`src/kbmh_pkg.sv`:
```
// ----------------------------------------------------------------------------
// kbmh_pkg: shared types and constants of the keyed byte mix hash
// Item structs, the controller-to-datapath command and the hash constants.
// ----------------------------------------------------------------------------
package kbmh_pkg;

  // Bytes in the mixing hash state, and the key bytes hashed per message.
  localparam int unsigned StateBytes = 32;
  localparam int unsigned KeyBytes   = 16;
  localparam int unsigned IdxW       = $clog2(StateBytes);

  localparam logic [IdxW-1:0] StateLast = IdxW'(StateBytes - 1);
  localparam logic [IdxW-1:0] KeyLast   = IdxW'(KeyBytes - 1);

  // Inner and outer pad bytes of the HMAC form.
  localparam logic [7:0] Ipad = 8'h36;
  localparam logic [7:0] Opad = 8'h5C;

  // Register indexes on the configuration port.
  localparam logic RegKeyLow  = 1'b0;
  localparam logic RegKeyHigh = 1'b1;

  typedef struct packed {
    logic [7:0] data_byte;
    logic       last_byte;
  } in_item_t;

  typedef struct packed {
    logic [63:0] digest_word0;
    logic [63:0] digest_word1;
    logic [63:0] digest_word2;
    logic [63:0] digest_word3;
  } out_item_t;

  // Source of the byte that an absorb injects into the working state.
  typedef enum logic [2:0] {
    SrcKey,
    SrcIpad,
    SrcOpad,
    SrcInner,
    SrcData
  } src_sel_e;

  typedef struct packed {
    logic            capture;     // latch the accepted data byte
    logic            clear;       // zero the working state
    logic            absorb;      // run one quarter of the mixing chain
    logic            save_kd;     // working state -> key digest
    logic            save_inner;  // working state -> inner digest
    logic            load_out;    // working state -> output register
    src_sel_e        src;
    logic [IdxW-1:0] idx;         // absorb position and source byte index
    logic [1:0]      phase;       // quarter of the chain, injection in quarter 0
  } dp_cmd_t;

endpackage

```
`src/kbmh_regs.sv`:
```
// ----------------------------------------------------------------------------
// kbmh_regs: key registers behind the configuration port
// Two 64-bit key words, written and read over an APB-style port.
// ----------------------------------------------------------------------------
module kbmh_regs (
  input  logic        clk_i,
  input  logic        rst_ni,
  input  logic        psel,
  input  logic        penable,
  input  logic        pwrite,
  input  logic [3:0]  paddr,
  input  logic [63:0] pwdata,
  output logic [63:0] prdata,
  output logic        pready,
  output logic [63:0] key_low_o,
  output logic [63:0] key_high_o
);

  logic [63:0] key_low_q, key_low_d;
  logic [63:0] key_high_q, key_high_d;
  logic        wr_en;

  assign pready = 1'b1;
  assign wr_en  = psel & penable & pwrite & pready;

  // Registers sit eight bytes apart, so address bit 3 picks the register.
  always_comb begin
    key_low_d  = key_low_q;
    key_high_d = key_high_q;
    if (wr_en) begin
      case (paddr[3])
        kbmh_pkg::RegKeyLow:  key_low_d  = pwdata;
        kbmh_pkg::RegKeyHigh: key_high_d = pwdata;
        default: ;
      endcase
    end
  end

  always_ff @(posedge clk_i or negedge rst_ni) begin
    if (!rst_ni) begin
      key_low_q  <= '0;
      key_high_q <= '0;
    end else begin
      key_low_q  <= key_low_d;
      key_high_q <= key_high_d;
    end
  end

  always_comb begin
    case (paddr[3])
      kbmh_pkg::RegKeyLow:  prdata = key_low_q;
      kbmh_pkg::RegKeyHigh: prdata = key_high_q;
      default:              prdata = '0;
    endcase
  end

  assign key_low_o  = key_low_q;
  assign key_high_o = key_high_q;

endmodule

```
`src/kbmh_ctrl.sv`:
```
// ----------------------------------------------------------------------------
// kbmh_ctrl: sequencer of the keyed byte mix hash
// Walks key hashing, pad absorption, data absorption and the outer hash.
// ----------------------------------------------------------------------------
module kbmh_ctrl (
  input  logic              clk_i,
  input  logic              rst_ni,
  input  logic              in_valid_i,
  input  logic              in_last_i,
  output logic              in_stall_o,
  output logic              out_valid_o,
  input  logic              out_stall_i,
  output kbmh_pkg::dp_cmd_t cmd_o
);

  typedef enum logic [3:0] {
    StIdle,
    StKey,
    StKeySave,
    StIpad,
    StData,
    StInnerSave,
    StOpad,
    StInner,
    StDone
  } state_e;

  state_e                        state_q, state_d;
  logic [kbmh_pkg::IdxW-1:0]     cnt_q, cnt_d;
  logic [kbmh_pkg::IdxW-1:0]     pos_q, pos_d;
  logic [1:0]                    phase_q, phase_d;
  logic                          in_msg_q, in_msg_d;
  logic                          last_q, last_d;
  logic                          out_valid_q, out_valid_d;
  logic                          quarter_end;
  kbmh_pkg::dp_cmd_t             cmd;

  assign quarter_end = (phase_q == 2'd3);

  always_comb begin
    state_d  = state_q;
    cnt_d    = cnt_q;
    pos_d    = pos_q;
    phase_d  = phase_q;
    in_msg_d = in_msg_q;
    last_d   = last_q;

    cmd            = '0;
    cmd.src        = kbmh_pkg::SrcData;
    cmd.idx        = cnt_q;
    cmd.phase      = phase_q;

    case (state_q)
      StIdle: begin
        if (in_valid_i) begin
          cmd.capture = 1'b1;
          last_d      = in_last_i;
          phase_d     = 2'd0;
          cnt_d       = '0;
          if (in_msg_q) begin
            state_d = StData;
          end else begin
            cmd.clear = 1'b1;
            state_d   = StKey;
          end
        end
      end
      StKey: begin
        cmd.absorb = 1'b1;
        cmd.src    = kbmh_pkg::SrcKey;
        phase_d    = phase_q + 2'd1;
        if (quarter_end) begin
          cnt_d = cnt_q + kbmh_pkg::IdxW'(1);
          if (cnt_q == kbmh_pkg::KeyLast) begin
            state_d = StKeySave;
          end
        end
      end
      StKeySave: begin
        cmd.save_kd = 1'b1;
        cmd.clear   = 1'b1;
        cnt_d       = '0;
        state_d     = StIpad;
      end
      StIpad: begin
        cmd.absorb = 1'b1;
        cmd.src    = kbmh_pkg::SrcIpad;
        phase_d    = phase_q + 2'd1;
        if (quarter_end) begin
          cnt_d = cnt_q + kbmh_pkg::IdxW'(1);
          if (cnt_q == kbmh_pkg::StateLast) begin
            state_d = StData;
          end
        end
      end
      StData: begin
        cmd.absorb = 1'b1;
        cmd.src    = kbmh_pkg::SrcData;
        cmd.idx    = pos_q;
        phase_d    = phase_q + 2'd1;
        if (quarter_end) begin
          if (last_q) begin
            pos_d    = '0;
            in_msg_d = 1'b0;
            state_d  = StInnerSave;
          end else begin
            pos_d    = pos_q + kbmh_pkg::IdxW'(1);
            in_msg_d = 1'b1;
            state_d  = StIdle;
          end
        end
      end
      StInnerSave: begin
        cmd.save_inner = 1'b1;
        cmd.clear      = 1'b1;
        cnt_d          = '0;
        state_d        = StOpad;
      end
      StOpad: begin
        cmd.absorb = 1'b1;
        cmd.src    = kbmh_pkg::SrcOpad;
        phase_d    = phase_q + 2'd1;
        if (quarter_end) begin
          cnt_d = cnt_q + kbmh_pkg::IdxW'(1);
          if (cnt_q == kbmh_pkg::StateLast) begin
            state_d = StInner;
          end
        end
      end
      StInner: begin
        cmd.absorb = 1'b1;
        cmd.src    = kbmh_pkg::SrcInner;
        phase_d    = phase_q + 2'd1;
        if (quarter_end) begin
          cnt_d = cnt_q + kbmh_pkg::IdxW'(1);
          if (cnt_q == kbmh_pkg::StateLast) begin
            state_d = StDone;
          end
        end
      end
      StDone: begin
        // Wait for the output register to free up before handing over.
        if (!out_valid_q || !out_stall_i) begin
          cmd.load_out = 1'b1;
          state_d      = StIdle;
        end
      end
      default: begin
        state_d = StIdle;
      end
    endcase

    out_valid_d = cmd.load_out | (out_valid_q & out_stall_i);
  end

  always_ff @(posedge clk_i or negedge rst_ni) begin
    if (!rst_ni) begin
      state_q     <= StIdle;
      cnt_q       <= '0;
      pos_q       <= '0;
      phase_q     <= 2'd0;
      in_msg_q    <= 1'b0;
      last_q      <= 1'b0;
      out_valid_q <= 1'b0;
    end else begin
      state_q     <= state_d;
      cnt_q       <= cnt_d;
      pos_q       <= pos_d;
      phase_q     <= phase_d;
      in_msg_q    <= in_msg_d;
      last_q      <= last_d;
      out_valid_q <= out_valid_d;
    end
  end

  assign in_stall_o  = (state_q != StIdle);
  assign out_valid_o = out_valid_q;
  assign cmd_o       = cmd;

endmodule

```
`src/kbmh_dp.sv`:
```
// ----------------------------------------------------------------------------
// kbmh_dp: datapath of the keyed byte mix hash
// Working state with a quarter-chain mixing unit, digest stores, output item.
// ----------------------------------------------------------------------------
module kbmh_dp (
  input  logic               clk_i,
  input  kbmh_pkg::dp_cmd_t  cmd_i,
  input  logic [7:0]         data_byte_i,
  input  logic [63:0]        key_low_i,
  input  logic [63:0]        key_high_i,
  output kbmh_pkg::out_item_t out_item_o
);

  logic [kbmh_pkg::StateBytes-1:0][7:0] work_q, work_d;
  logic [kbmh_pkg::StateBytes-1:0][7:0] kd_q;
  logic [kbmh_pkg::StateBytes-1:0][7:0] inner_q;
  logic [kbmh_pkg::StateBytes-1:0][7:0] mixed;
  logic [15:0][7:0]                     key_bytes;
  logic [7:0]                           byte_q;
  logic [7:0]                           src_byte;
  kbmh_pkg::out_item_t                  out_q;

  assign key_bytes = {key_high_i, key_low_i};

  always_comb begin
    case (cmd_i.src)
      kbmh_pkg::SrcKey:   src_byte = key_bytes[cmd_i.idx[3:0]];
      kbmh_pkg::SrcIpad:  src_byte = kd_q[cmd_i.idx] ^ kbmh_pkg::Ipad;
      kbmh_pkg::SrcOpad:  src_byte = kd_q[cmd_i.idx] ^ kbmh_pkg::Opad;
      kbmh_pkg::SrcInner: src_byte = inner_q[cmd_i.idx];
      kbmh_pkg::SrcData:  src_byte = byte_q;
      default:            src_byte = '0;
    endcase
  end

  // One quarter of the chain: eight dependent rotate-xor steps on the
  // bottom bytes, then the state turns by eight bytes so the next quarter
  // again works on the bottom. Four quarters return the original order.
  always_comb begin
    logic [kbmh_pkg::StateBytes-1:0][7:0] s;
    s = work_q;
    if (cmd_i.phase == 2'd0) begin
      s[cmd_i.idx] = s[cmd_i.idx] ^ src_byte;
    end
    for (int k = 0; k < 8; k++) begin
      s[k+1] = s[k+1] ^ {s[k][6:0], s[k][7]};
    end
    mixed = {s[7:0], s[kbmh_pkg::StateBytes-1:8]};
  end

  always_comb begin
    work_d = work_q;
    if (cmd_i.clear) begin
      work_d = '0;
    end else if (cmd_i.absorb) begin
      work_d = mixed;
    end
  end

  always_ff @(posedge clk_i) begin
    work_q <= work_d;
    if (cmd_i.capture) begin
      byte_q <= data_byte_i;
    end
    if (cmd_i.save_kd) begin
      kd_q <= work_q;
    end
    if (cmd_i.save_inner) begin
      inner_q <= work_q;
    end
    if (cmd_i.load_out) begin
      out_q.digest_word0 <= work_q[7:0];
      out_q.digest_word1 <= work_q[15:8];
      out_q.digest_word2 <= work_q[23:16];
      out_q.digest_word3 <= work_q[31:24];
    end
  end

  assign out_item_o = out_q;

endmodule

```
`src/keyed_byte_mix_hash_core.sv`:
```
// ----------------------------------------------------------------------------
// keyed_byte_mix_hash_core: keyed 32-byte digest of a byte stream, HMAC form
// Mid-message item: accept, then four quarters of the mixing chain.
// First item of a message: key hash, inner pad, then the data byte.
// Last item: outer pad, inner digest, then valid; reset idles with no message.
// ----------------------------------------------------------------------------
module keyed_byte_mix_hash_core (
  input  logic                clk_i,
  input  logic                rst_ni,
  // Input items
  input  logic                in_valid_i,
  output logic                in_stall_o,
  input  kbmh_pkg::in_item_t  in_item_i,
  // Result items
  output logic                out_valid_o,
  input  logic                out_stall_i,
  output kbmh_pkg::out_item_t out_item_o,
  // Configuration port
  input  logic                psel,
  input  logic                penable,
  input  logic                pwrite,
  input  logic [3:0]          paddr,
  input  logic [63:0]         pwdata,
  output logic [63:0]         prdata,
  output logic                pready
);

  // The rate is set by the single shared mixing unit. Each absorbed byte
  // runs a 32-step rotate-xor chain, done as four quarters of eight steps,
  // one quarter per cycle. At the first item of a message the unit first
  // hashes the 16 key bytes (16 absorbs) and then the 32 inner pad bytes;
  // at the last item it hashes the 32 outer pad bytes and the 32 inner
  // digest bytes. After the key hash and after the data, a hand-over state
  // saves the finished state and clears the working state.

  // The result sits in an output register. The next message may start while
  // a digest still waits to be taken; only its own final hand-over waits.

  logic [63:0]       key_low;
  logic [63:0]       key_high;
  kbmh_pkg::dp_cmd_t cmd;

  kbmh_regs u_regs (
    .clk_i      (clk_i),
    .rst_ni     (rst_ni),
    .psel       (psel),
    .penable    (penable),
    .pwrite     (pwrite),
    .paddr      (paddr),
    .pwdata     (pwdata),
    .prdata     (prdata),
    .pready     (pready),
    .key_low_o  (key_low),
    .key_high_o (key_high)
  );

  // The controller sequences the phases and owns the handshakes; the item's
  // last flag goes to it directly since it only steers the sequence.
  kbmh_ctrl u_ctrl (
    .clk_i       (clk_i),
    .rst_ni      (rst_ni),
    .in_valid_i  (in_valid_i),
    .in_last_i   (in_item_i.last_byte),
    .in_stall_o  (in_stall_o),
    .out_valid_o (out_valid_o),
    .out_stall_i (out_stall_i),
    .cmd_o       (cmd)
  );

  // The datapath holds the working state, the key digest that is kept for
  // the whole message, the inner digest snapshot and the output register.
  kbmh_dp u_dp (
    .clk_i       (clk_i),
    .cmd_i       (cmd),
    .data_byte_i (in_item_i.data_byte),
    .key_low_i   (key_low),
    .key_high_i  (key_high),
    .out_item_o  (out_item_o)
  );

endmodule

```
`config.mk`:
```
export PLATFORM = sky130hd
export DESIGN_NAME = keyed_byte_mix_hash_core
export DESIGN_NICKNAME = d
export VERILOG_FILES = /design/src/kbmh_pkg.sv /design/src/kbmh_regs.sv /design/src/kbmh_ctrl.sv /design/src/kbmh_dp.sv /design/src/keyed_byte_mix_hash_core.sv
export SDC_FILE = /design/constraint.sdc
export NUM_CORES = 2
export LEC_CHECK = 0
export CAP_MARGIN = 15
export CELL_PAD_IN_SITES_DETAIL_PLACEMENT = 0
export CELL_PAD_IN_SITES_GLOBAL_PLACEMENT = 2
export CORE_ASPECT_RATIO = 0.6
export CORE_MARGIN = 5
export CORE_UTILIZATION = 39
export CTS_CLUSTER_SIZE = 40
export DETAILED_ROUTE_END_ITERATION = 7
export DONT_BUFFER_PORTS = 1
export PLACE_DENSITY_LB_ADDON = 0.1
export SYNTH_ARGS = -nofsm -noshare
export SYNTH_HDL_FRONTEND = slang
export SYNTH_SLANG_ARGS = --single-unit
export TNS_END_PERCENT = 50
```
`constraint.sdc`:
```
create_clock -name clk_i -period 29.8 [get_ports clk_i]
set_input_delay 1.49 -clock clk_i [delete_from_list [all_inputs] [get_ports clk_i]]
set_output_delay 1.49 -clock clk_i [all_outputs]
set_load 0.02 [all_outputs]
```
==> metrics.yaml <==
grt_pass1_vias: 34056
yosys-top-cells-area: "edfxtp_1 46%, dfxtp_1 10%, dfrtp_1 7.2%, nand2_1 5.4%, mux2_2 4.5%"
synthFlopType: "edfxtp_1"
synth-compound-area-share_pct: 12.5
ys_ff_latch: 1179
firstDrtPassIters: 8
postCtsHoldBufs: 0
yosys.area_share.simple_pct: 11.1
antenna_found_initial: 36
cts_buffer_depth: 3
synthMuxAreaShare_pct: 8.65
cts-root-buf: "clkbuf_16"
cts_tree: "yes"
finalSetupViolCount: 0
seq_area_frac_synth_pct: 62.9
synth_top_family_by_area: "compound AO/OA/AOI/OAI gates"
place_area_um2: 53300
avgRoutedWirePerCell_um: 39.4
die_h_um: 290
synth_cell_types: 94
reg2reg_depth: 18
synthArstFlopShare_pct: 12.5
hold_path.class: "reg -> reg"
avgViaCountPerCell: 6.32
syn-instance-count: 4256
fill_cells: 11974
ir_worst_vdd_mv: 0.0480
min_period_over_period_pct: 27.8
synth_edf_count: 776
slew_viol_final: 0
ant_nets: 0
drive_above_1_share_pct: 15.0
path_class: "reg -> reg"
area_growth_pct: 12.6
crit_required_ns: 30.41
synthXorXnorAreaFrac_pct: 1.85
ys_top_cells_by_count: "776 x edfxtp_1, 736 x nand2_1, 273 x nor2_1, 256 x dfxtp_1, 243 x o21ai_0"
synth_most_common_cell: "edfxtp_1"
grt_max_degree: 148
fp.dieW_um: 477
rsz0062_at_grt: "no"
cts_sinks: 1179
cellLeakagePower_nw: 20.8
grt_pass1_wl_um: 317000
cts_resized: 0
fmax_mhz: 121
tns_ns: 0
slew_headroom_pct: 13.2
die-area_um2: 138000
multiInputGateArea_um2: 17700
setup.worst_path.end_class: "register"
cts_max_level: 3
grt.overflow.total: 0
synth_area_um2: 51000
crit_arrival_ns: 8.89
total_power_mw: 3.53
drc_errors: 0
dpl.hpwl_um: 164000
clock_latency_ns: 0.77
period_minus_slack_ns: 8.28
placed_cells: 5828
drt_wl_total_um: 238000
drtIter0Drc: 6550
hold_viol: 0
grt_usage_pct: 33.3
worstMarginPinSlew_ns: 1.28
status: "completed"
vias: 38281
num_io_pins: 407
clk_pin_slew_worst_paths_ns: 0.07
synth_area_leader_cell: "edfxtp_1"
core_area_um2: 130000
postCtsSetupRepairBufs: 0
drv_cap: 0
cts_made_buffers: 117
min_path_cells: 0
yosysWarningCount: 0
fin_cells: 6059
syn_avg_cell_area_um2: 12.0
layout.nets: 4322
skew_ns: 0.0499
synth_top_area_share_pct: 45.7
rows: 102
synth_fa_ha_area_share_pct: 0.147
pwr_density_cell_nw_per_um2: 61.4
setup.worst_path.start_class: "register"
syn-num-nets: 4346
io_buffers: 0
seqCellArea_um2: 32100
post-route-util_pct: 44.4
start_util_pct: 39.4
critPathMaxFanout: 65
design_area_um2: 57500
gp_congestion: 0.943
[critical path, cell delays in order, from the launching register on]
cell      delay, ns
dfrtp_1        0.36
buf_4          0.20
nor4b_4        0.38
buf_4          0.40
mux2_8         0.53
buf_4          0.72
buf_4          0.85
nor2_1         0.39
a32oi_1        0.43
nand4_1        0.39
a211oi_1       0.35
o41ai_1        0.15
a31oi_1        0.34
xor2_1         0.52
xnor3_1        0.66
xor3_1         0.55
xnor2_2        0.50
xnor2_1        0.18
a21oi_1        0.08
[area by class of cell]
| class | instances | area share (%) |
|---|---|---|
| antenna | 6 | 0.0261 |
| clock buffer | 162 | 5.78 |
| clock inverter | 62 | 1.43 |
| inverter | 8 | 0.0523 |
| multi-input combinational | 2756 | 30.8 |
| sequential | 1179 | 55.9 |
| tap | 1716 | 3.74 |
| timing repair buffer | 170 | 2.26 |
[power by group]
part | internal [mW] | switching (mW) | leakage [nW]
clock network | 0.916 | 0.700 | 2.01
registers | 1.76 | 0.0323 | 10.8
logic | 0.0547 | 0.0645 | 7.95
total | 2.73 | 0.797 | 20.8
[cell families after synthesis]
| family | count (synthesis) |
|---|---|
| adder cells (fa/ha/maj) | 6 |
| AND/OR/NAND/NOR | 1315 |
| AO/OA/AOI/OAI | 964 |
| buffers and inverters | 321 |
| other | 1 |
| XOR/XNOR | 83 |
| flip-flops | 1179 |
| multiplexers | 387 |
[placed cells by master, fill, tap and decap left out, types with 11 or more instances in the layout]
master     Yosys  layout
a211oi_1      33      33
a21oi_1      187     185
a222oi_1      28      28
a311oi_1      27      27
a31oi_1       43      43
a32oi_1       58      58
and2_1        22      21
buf_4         19     168
bufinv_16      0      15
clkbuf_1     206      25
clkbuf_16      0     119
clkbuf_8       0      18
clkinv_1       0      11
clkinv_2       0      17
dfrtp_1      147     145
dfxtp_1      256     256
edfxtp_1     776     776
mux2_2       206     205
mux2i_1      152     143
mux2i_4        3      11
mux4_2        16      16
nand2_1      736     731
nand2b_1      68      68
nand3_1       87      87
nand3b_1      12      12
nand4_1       20      20
nor2_1       273     271
nor3_1        17      17
nor4_1        16      16
o2111ai_1     16      16
o211ai_1     166     166
o21a_1        12      12
o21ai_0      243     243
o221ai_1      26      26
o22ai_1       43      43
xnor2_1       45      45
xor2_1        19      17
[metrics by stage]
step	worst slack, ns	hold slack (ns)
finish	21.52	0.432
global route	21.40	0.422
CTS	21.82	0.409
detailed placement	21.81	0.417
global placement	21.75	0.420
floorplan	1.31	0.468
[flip-flops by register name, indices dropped and copies added, names as in the netlist]
name and flops:
u_dp.out_item_o 256, u_ctrl.last_q 1, u_ctrl.state_q 4, u_ctrl.out_valid_o 1
u_dp.inner_q 256, u_dp.byte_q 8, u_dp.work_q 256, u_ctrl.cnt_q 5
u_regs.key_low_o 64, u_ctrl.pos_q 5, u_ctrl.in_msg_q 1, u_ctrl.phase_q 2
u_regs.key_high_o 64, u_dp.kd_q 256
[metal layers]
layer	track usage, %	part of all wire (%)
met5	0	0.015
met4	6.71	2.1
met3	16.1	16
met2	42.1	38
met1	50.6	44
[final timing paths]
path | to | start | slack (ns)
min in group asynchronous | u_regs.key_low_o[47] | rst_ni | 0.46
worst min-delay path | u_dp.out_item_o[254] | u_dp.work_q[62] | 0.43
worst max-delay path | u_dp.work_q[7] | u_ctrl.state_q[1] | 21.52
worst min register to register | u_dp.out_item_o[254] | u_dp.work_q[62] | 0.43
worst max register to register | u_dp.work_q[7] | u_ctrl.state_q[1] | 21.52
max in group asynchronous | u_regs.key_low_o[24] | rst_ni | 29.02
(Power assumes the default switching activity.)
